`src/hw/rtl/fptd_pkg.sv`:
```
`timescale 1ns / 1ps

package fptd_pkg;

  localparam int NUM_OPS   = 36;
  localparam int FPOP1_OPS = 34;
  localparam int OP_W      = 6;
  localparam int REG_W     = 6;

  // Opcode class match on the op and op3 fields
  localparam logic [31:0] OPC_MASK    = 32'hc1f80000;
  localparam logic [31:0] OPC_FPOP1   = 32'h81a00000;
  localparam logic [31:0] OPC_FPOP2   = 32'h81a80000;

  // Result status codes
  localparam logic [1:0] ST_EMULATE     = 2'd0;
  localparam logic [1:0] ST_NOT_OP      = 2'd1;
  localparam logic [1:0] ST_TT_MISMATCH = 2'd2;
  localparam logic [1:0] ST_BAD_REG     = 2'd3;

  // Operand precision codes in the kind table
  localparam logic [1:0] PREC_NONE = 2'd0;
  localparam logic [1:0] PREC_S    = 2'd1;
  localparam logic [1:0] PREC_D    = 2'd2;
  localparam logic [1:0] PREC_Q    = 2'd3;

  localparam logic [3:0] TT_CLEAR   = 4'd0;
  localparam logic [3:0] TT_BAD_REG = 4'd6;

  // State bits
  localparam int FPRS_DL = 0;
  localparam int FPRS_DU = 1;
  localparam int FPRS_EN = 2;
  localparam logic [2:0] FPRS_ENABLE_ONLY = 3'b100;

  localparam logic [8:0] OPF_CODE [NUM_OPS] = '{
    9'h003, 9'h007, 9'h00b, 9'h02b, 9'h043, 9'h047, 9'h04b, 9'h04f, 9'h06e,
    9'h083, 9'h08c, 9'h0c7, 9'h0cb, 9'h0cc, 9'h0cd, 9'h0ce, 9'h0d3,
    9'h029, 9'h02a, 9'h041, 9'h042, 9'h045, 9'h046, 9'h049, 9'h04a, 9'h04d,
    9'h04e, 9'h069, 9'h081, 9'h082, 9'h0c6, 9'h0c9, 9'h0d1, 9'h0d2,
    9'h053, 9'h057
  };

  // [1:0] rs1 precision, [3:2] rs2, [5:4] rd (none = fcc), [11:8] trap type
  localparam logic [11:0] OP_KIND [NUM_OPS] = '{
    12'h33c, 12'h33c, 12'h33c, 12'h33c, 12'h33f, 12'h33f, 12'h33f, 12'h33f,
    12'h33a, 12'h32c, 12'h338, 12'h31c, 12'h32c, 12'h334, 12'h334, 12'h338,
    12'h31c, 12'h214, 12'h228, 12'h215, 12'h22a, 12'h215, 12'h22a, 12'h215,
    12'h22a, 12'h215, 12'h22a, 12'h225, 12'h224, 12'h228, 12'h218, 12'h224,
    12'h214, 12'h218, 12'h30f, 12'h30f
  };

  typedef struct packed {
    logic [31:0] insn_word;
    logic [3:0]  trap_type;
  } in_item_t;

  typedef struct packed {
    logic [1:0]       status;
    logic [OP_W-1:0]  op_code;
    logic [REG_W-1:0] src1_index;
    logic             src1_zero;
    logic [REG_W-1:0] src2_index;
    logic             src2_zero;
    logic [REG_W-1:0] dest_index;
    logic             dest_is_fcc;
    logic             clear_lower_half;
    logic             clear_upper_half;
    logic             clear_gsr;
    logic [3:0]       new_trap_type;
  } out_item_t;

  typedef struct packed {
    logic            hit;
    logic [OP_W-1:0] op;
    logic [11:0]     kind;
  } dec_t;

endpackage

```
`src/hw/rtl/fptd_decode.sv`:
```
`timescale 1ns / 1ps

module fptd_decode (
  input  logic [31:0]   insn_word,
  output fptd_pkg::dec_t dec
);

  logic [8:0] opf;
  logic       is_fpop1;
  logic       is_fpop2;

  assign opf      = insn_word[13:5];
  assign is_fpop1 = (insn_word & fptd_pkg::OPC_MASK) == fptd_pkg::OPC_FPOP1;
  assign is_fpop2 = (insn_word & fptd_pkg::OPC_MASK) == fptd_pkg::OPC_FPOP2;

  // Match opf against every table entry of the selected class
  always_comb begin
    dec = '0;
    for (int i = 0; i < fptd_pkg::NUM_OPS; i++) begin
      if (((i < fptd_pkg::FPOP1_OPS) ? is_fpop1 : is_fpop2) &&
          opf == fptd_pkg::OPF_CODE[i]) begin
        dec.hit  = 1'b1;
        dec.op   = fptd_pkg::OP_W'(i);
        dec.kind = fptd_pkg::OP_KIND[i];
      end
    end
  end

endmodule

```
`src/hw/rtl/fptd_map.sv`:
```
`timescale 1ns / 1ps

module fptd_map (
  input  fptd_pkg::in_item_t  item,
  input  fptd_pkg::dec_t      dec,
  input  logic [2:0]          fprs,
  output fptd_pkg::out_item_t res,
  output logic [2:0]          fprs_nxt
);

  logic [1:0] p1, p2, pd;
  logic [4:0] f1, f2, fd;
  logic [5:0] i1, i2, id;
  logic       bad1, bad2, badd;
  logic [2:0] base;
  logic       half_hi;

  assign p1 = dec.kind[1:0];
  assign p2 = dec.kind[3:2];
  assign pd = dec.kind[5:4];
  assign f1 = item.insn_word[18:14];
  assign f2 = item.insn_word[4:0];
  assign fd = item.insn_word[29:25];

  // Single maps directly; double and quad fold bit 0 up to bit 5
  assign i1 = (p1 == fptd_pkg::PREC_S) ? {1'b0, f1} : {f1[0], f1[4:1], 1'b0};
  assign i2 = (p2 == fptd_pkg::PREC_S) ? {1'b0, f2} : {f2[0], f2[4:1], 1'b0};
  assign id = (pd == fptd_pkg::PREC_S) ? {1'b0, fd} : {fd[0], fd[4:1], 1'b0};

  assign bad1 = (p1 == fptd_pkg::PREC_Q) && f1[1];
  assign bad2 = (p2 == fptd_pkg::PREC_Q) && f2[1];
  assign badd = (pd == fptd_pkg::PREC_Q) && fd[1];

  assign half_hi = id[5];
  assign base    = fprs[fptd_pkg::FPRS_EN] ? fprs : fptd_pkg::FPRS_ENABLE_ONLY;

  always_comb begin
    res      = '0;
    fprs_nxt = fprs;
    res.new_trap_type = item.trap_type;
    if (!dec.hit) begin
      res.status = fptd_pkg::ST_NOT_OP;
    end else if (item.trap_type != dec.kind[11:8]) begin
      res.status  = fptd_pkg::ST_TT_MISMATCH;
      res.op_code = dec.op;
    end else if (bad1 || bad2 || badd) begin
      res.status        = fptd_pkg::ST_BAD_REG;
      res.op_code       = dec.op;
      res.new_trap_type = fptd_pkg::TT_BAD_REG;
    end else begin
      res.status        = fptd_pkg::ST_EMULATE;
      res.op_code       = dec.op;
      res.new_trap_type = fptd_pkg::TT_CLEAR;
      if (p1 != fptd_pkg::PREC_NONE) begin
        res.src1_index = i1;
        res.src1_zero  = !fprs[i1[5] ? fptd_pkg::FPRS_DU : fptd_pkg::FPRS_DL];
      end
      if (p2 != fptd_pkg::PREC_NONE) begin
        res.src2_index = i2;
        res.src2_zero  = !fprs[i2[5] ? fptd_pkg::FPRS_DU : fptd_pkg::FPRS_DL];
      end
      if (pd == fptd_pkg::PREC_NONE) begin
        res.dest_index  = {4'd0, fd[1:0]};
        res.dest_is_fcc = 1'b1;
      end else begin
        res.dest_index       = id;
        res.clear_gsr        = !fprs[fptd_pkg::FPRS_EN];
        res.clear_lower_half = !half_hi && !base[fptd_pkg::FPRS_DL];
        res.clear_upper_half = half_hi && !base[fptd_pkg::FPRS_DU];
        fprs_nxt             = base;
        fprs_nxt[half_hi ? fptd_pkg::FPRS_DU : fptd_pkg::FPRS_DL] = 1'b1;
      end
    end
  end

endmodule

```
`src/hw/rtl/fp_trap_instruction_decoder.sv`:
```
`timescale 1ns / 1ps

// Decoder for trapped FPOP1/FPOP2 instruction words. Each item carries the
// instruction word and the pending trap type; each yields exactly one result
// item with a status (emulate, not an emulated op, trap type mismatch or
// invalid register), the operation number, physical source and destination
// register indices with read-as-zero flags, half-clear and graphics-status
// clear requests, and the trap type to write back. The block holds the
// dirty-lower, dirty-upper and enable bits, cleared by reset, and updates
// them as each item passes from the input register to the result register.
// One item is accepted per cycle unless the result register stalls. An
// accepted item sits in the input register, goes through the decode plus
// the three-bit state update (the single logic stage) and lands in the
// result register, which raises out_valid. A stalled result register
// stalls the input register: in_ready falls only when both hold an item and
// out_ready is low, and it stays low during reset.

module fp_trap_instruction_decoder (
  input  logic                clk,
  input  logic                rst_n,
  input  logic                in_valid,
  output logic                in_ready,
  input  fptd_pkg::in_item_t  in_data,
  output logic                out_valid,
  input  logic                out_ready,
  output fptd_pkg::out_item_t out_data
);

  logic                s1_valid_r;
  fptd_pkg::in_item_t  s1_r;
  logic                out_valid_r;
  fptd_pkg::out_item_t out_r;
  logic [2:0]          fprs_r;
  logic [2:0]          fprs_nxt;
  fptd_pkg::dec_t      dec;
  fptd_pkg::out_item_t res;
  logic                adv;

  // Advance the staged item whenever the result register is free or draining
  assign adv      = s1_valid_r && (!out_valid_r || out_ready);
  assign in_ready = rst_n && (!s1_valid_r || adv);

  fptd_decode u_decode (
    .insn_word (s1_r.insn_word),
    .dec       (dec)
  );

  fptd_map u_map (
    .item     (s1_r),
    .dec      (dec),
    .fprs     (fprs_r),
    .res      (res),
    .fprs_nxt (fprs_nxt)
  );

  // Input register
  always_ff @(posedge clk) begin
    if (!rst_n) begin
      s1_valid_r <= 1'b0;
    end else if (in_ready) begin
      s1_valid_r <= in_valid;
    end
  end

  always_ff @(posedge clk) begin
    if (in_valid && in_ready) begin
      s1_r <= in_data;
    end
  end

  // Result register and state; state moves only with the item it belongs to
  always_ff @(posedge clk) begin
    if (!rst_n) begin
      out_valid_r <= 1'b0;
      fprs_r      <= 3'b000;
    end else begin
      if (adv) begin
        out_valid_r <= 1'b1;
        fprs_r      <= fprs_nxt;
      end else if (out_ready) begin
        out_valid_r <= 1'b0;
      end
    end
  end

  always_ff @(posedge clk) begin
    if (adv) begin
      out_r <= res;
    end
  end

  assign out_valid = out_valid_r;
  assign out_data  = out_r;

  // Enable bit, once set, is never dropped
  a_fef_sticky: assert property (@(posedge clk) disable iff (!rst_n)
    fprs_r[fptd_pkg::FPRS_EN] |=> fprs_r[fptd_pkg::FPRS_EN])
    else $error("enable bit dropped");

  // State changes only when an item advances into the result register
  a_state_hold: assert property (@(posedge clk) disable iff (!rst_n)
    !adv |=> $stable(fprs_r))
    else $error("state changed without an item");

  // Clear requests only come with an emulated register write
  a_clear_emul: assert property (@(posedge clk) disable iff (!rst_n)
    out_valid_r && (out_r.clear_gsr || out_r.clear_lower_half ||
                    out_r.clear_upper_half)
    |-> out_r.status == fptd_pkg::ST_EMULATE && !out_r.dest_is_fcc)
    else $error("clear request on a non-writing result");

  // At most one half is cleared per result
  a_one_half: assert property (@(posedge clk) disable iff (!rst_n)
    out_valid_r |-> !(out_r.clear_lower_half && out_r.clear_upper_half))
    else $error("both halves cleared");

endmodule

```
`config.mk`:
```
export PLATFORM = sky130hd
export DESIGN_NAME = fp_trap_instruction_decoder
export DESIGN_NICKNAME = d
export VERILOG_FILES = /design/src/hw/rtl/fptd_pkg.sv /design/src/hw/rtl/fptd_decode.sv /design/src/hw/rtl/fptd_map.sv /design/src/hw/rtl/fp_trap_instruction_decoder.sv
export SDC_FILE = /design/constraint.sdc
export NUM_CORES = 1
export LEC_CHECK = 0
export CELL_PAD_IN_SITES_DETAIL_PLACEMENT = 1
export CELL_PAD_IN_SITES_GLOBAL_PLACEMENT = 2
export CORE_ASPECT_RATIO = 0.5
export CORE_MARGIN = 4
export CORE_UTILIZATION = 37
export DETAILED_ROUTE_END_ITERATION = 16
export DONT_BUFFER_PORTS = 1
export PLACE_DENSITY = 0.78
export RECOVER_POWER = 100
export SLEW_MARGIN = 10
export SYNTH_ARGS = -nofsm -noshare
export SYNTH_HDL_FRONTEND = slang
export SYNTH_SLANG_ARGS = --single-unit
```
`constraint.sdc`:
```
create_clock -name clk -period 3 [get_ports clk]
set_input_delay 0.75 -clock clk [delete_from_list [all_inputs] [get_ports clk]]
set_output_delay 0.75 -clock clk [all_outputs]
set_load 0.01 [all_outputs]
```
==> run metrics <==
Initial Util=38.4%; Multi-input gate area=around 1700 µm²; routed vias=~3300; CP Cell Sequence=buf_4 -> or4b_4 -> or4_4 -> o32a_1 -> and2_4 -> a32o_2 -> and4_4 -> and2_4 -> and2_1; CTS max path bufs=2; async set-reset flop share out of synthesis=0%; Post-DP HPWL=9710 µm; Net Count, Synth=394; WS Path Type=register to register; largest net degree at the start of global routing=37; Leak=1.84 nW; Die Y=81.2 µm; TritonCTS Sinks=77; fillers=approximately 1100; area grow syn2layout=28.7%; crit path from=s1_r[13]$_DFFE_PP_; Worst EP required=between 3000 and 4000 ps; I/O pins=78; MaxCap Viol Count=0; Post-CTS Hold Fix Bufs=0; Slew Viols, Final=0; 1st-iter DRT viols=166; Gate power share=6.1%; net load switching power=0.569 mW; initial antenna violation count=0; GR Overflow Total=0; number of synthesized flops with an enable pin=72; synth top area cells=edfxtp_1 54%, and2_1 2.7%, nand2_1 2.6%; status=complete, but fails checks; Reg-to-Reg Start=s1_r[13]$_DFFE_PP_; fin crit share=102%; number of synthesized register bits=77; Clk Latency, worst-skew pair=340 ps; TritonCTS clock tree=done; CP Max Fanout=6; Worst path slowest cell=or4b_4; nets@finish=456; H-tree Lvls=3; Final WS setup=-59.8 ps; Hold Crit Class=register to register; routability cong.=0.936; WL final=13000 µm; Crit path arrival time=about 3200 ps; RSZ-0062 raised after global routing=yes; first-pass iteration count of the detailed router=5; Synth Warn #=0; Slew @ Worst Pin=1370 ps; Port-buffer cells=0; vias in the first global route=3310; ant diodes=0; hold path startpoint=s1_r[3]$_DFFE_PP_; routed len/inst=23.2 µm; Post-Layout Cell Count=around 560; CP most frequent cell=and2_4; share of total power in sequential cells=50.3%; sw frac=22.6%; CTS clk-pin slew, worst paths=about 60 ps; cells after synthesis=around 350; f_max=~330 MHz; dominant synthesized flop cell=edfxtp_1; commonest non-fill, non-tap cell in the layout=edfxtp_1; post-synth top area share=between 50% and 60%; share of cells above drive strength 1=about a third; Hold Vio Cnt, Final=0; die width=154 µm; antenna-violating nets left=0; sequential area share after synthesis=57.0%; Via density=5.84; total CTS buffers=9; Overall Global Routing Usage=20.9%; peak supply drop=0.210 mV; Pwr Density=493 nW/µm²; end-of-flow core utilization=49.4%; Remaining DRCs=0; CP Launch Type=register; Crit path largest cell delay=500 ps; Final Skew=about 6.2 ps; Int Power=approximately 1.9 mW; endpoints failing setup=22; Synth cell types=62; Reg area=2260 µm²; first-pass GRT wire length=19700 µm; minimum clock period=3060 ps; Post-Synthesis Cell Area=3970 µm²; critical path endpoint category=register; placed cell count=536; Clock power frac=around 44%; failing checks=setup timing; leading area contributor after synthesis=edfxtp_1; Syn Area/Cell=~11 µm²; Row Count=26; Core Region=10300 µm²; Slew HR=8.87%; full die area=12500 µm²; most frequent cells in the layout=72 x edfxtp_1, 65 x buf_4, 23 x nand2_1; CTS root buf=clkbuf_16
[cell usage after synthesis (6+ instances only)]
cell type and instances:
a21oi_1 11, and2_1 17, and3_1 11, clkbuf_1 18
edfxtp_1 72, inv_1 6, nand2_1 27, nand3_1 9
nand4_1 12, nor2_1 24, nor2b_1 10, nor3_1 11
o21ai_0 10
[power groups by stage]
stage | Clock (mW) | Combinational, mW | Sequential (mW)
finish | 1.10 | 0.152 | 1.27
detailed placement | 0 | 0.145 | 1.29
global route | 1.17 | 0.164 | 1.27
global placement | 0 | 0.141 | 1.28
floorplan | 0 | 0.0850 | 1.27
CTS | 1.12 | 0.154 | 1.27
[sequential cells by signal, indices dropped and copies added, names as in the netlist]
name        cells
out_valid       1
out_data       36
s1_r           36
fprs_r          3
s1_valid_r      1
[final cells by class]
class / instances / share of cell area [%]
sequential: 77 / 44.3
multi-input combinational: 247 / 34.0
timing repair buffer: 75 / 11.9
clock buffer: 12 / 5.46
clock inverter: 4 / 0.514
tap: 140 / 3.43
inverter: 6 / 0.441
[worst max-delay path, delay by kind of cell (launching register included)]
family / cells / cell delay, ps
AND/OR/NAND/NOR: 6 / 1640
AO/OA/AOI/OAI: 2 / 530
flip-flops: 1 / 460
buffers and inverters: 1 / 170
[through the flow]
| stage | hold slack (ps) | total power [mW] | setup TNS, ps | setup slack, ps | area [µm²] |
|---|---|---|---|---|---|
| finish | 490 | 2.52 | -651 | -59.8 | 5110 |
| global route | 484 | 2.60 | -2810 | -140 | 5110 |
| CTS | 485 | 2.54 | -429 | -46.6 | 5060 |
| detailed placement | 470 | 1.43 | -2350 | -165 | 4620 |
| global placement | 443 | 1.42 | -682 | -66.9 | 4620 |
| floorplan | 472 | 1.36 | -1480 | -82.6 | 4000 |
[metal layers]
metal | wire length [µm] | part of all wire [%] | track usage, %
met4 | 142 | 1.1 | 4.93
met1 | 5890 | 45 | 28.1
met5 | 0 | 0 | 0
met2 | 6060 | 47 | 34.0
met3 | 897 | 6.9 | 5.91
[logic make-up (layout without fill, tap and decap cells)]
logic type,after synthesis,count (layout),share of synthesized area (%)
AOI/OAI and AO/OA,73,73,13.7
buffers and inverters,30,97,3.25
DFF,77,77,57.0
and+or+nand+nor,169,169,25.0
xor gates and xnor gates,5,5,1.10
[worst paths after layout]
check                                                   to  slack, ps  depth (start not counted)
worst max register to register  out_data[23]$_SDFFCE_PP0P_        -60                          9
worst min register to register       out_data[3]$_DFFE_PP_        490                          0
worst min-delay path                 out_data[3]$_DFFE_PP_        490                          0
worst max-delay path            out_data[23]$_SDFFCE_PP0P_        -60                          9
[repair_timing]
| action | CTS | global route |
|---|---|---|
| pin swaps | 7 | 6 |
| gates cloned | 0 | 0 |
| gates resized for setup | 19 | 14 |
| buffers inserted | 7 | 2 |
| setup endpoints to repair | 28 | 29 |
Note: power is estimated with default switching activity, not from simulation.
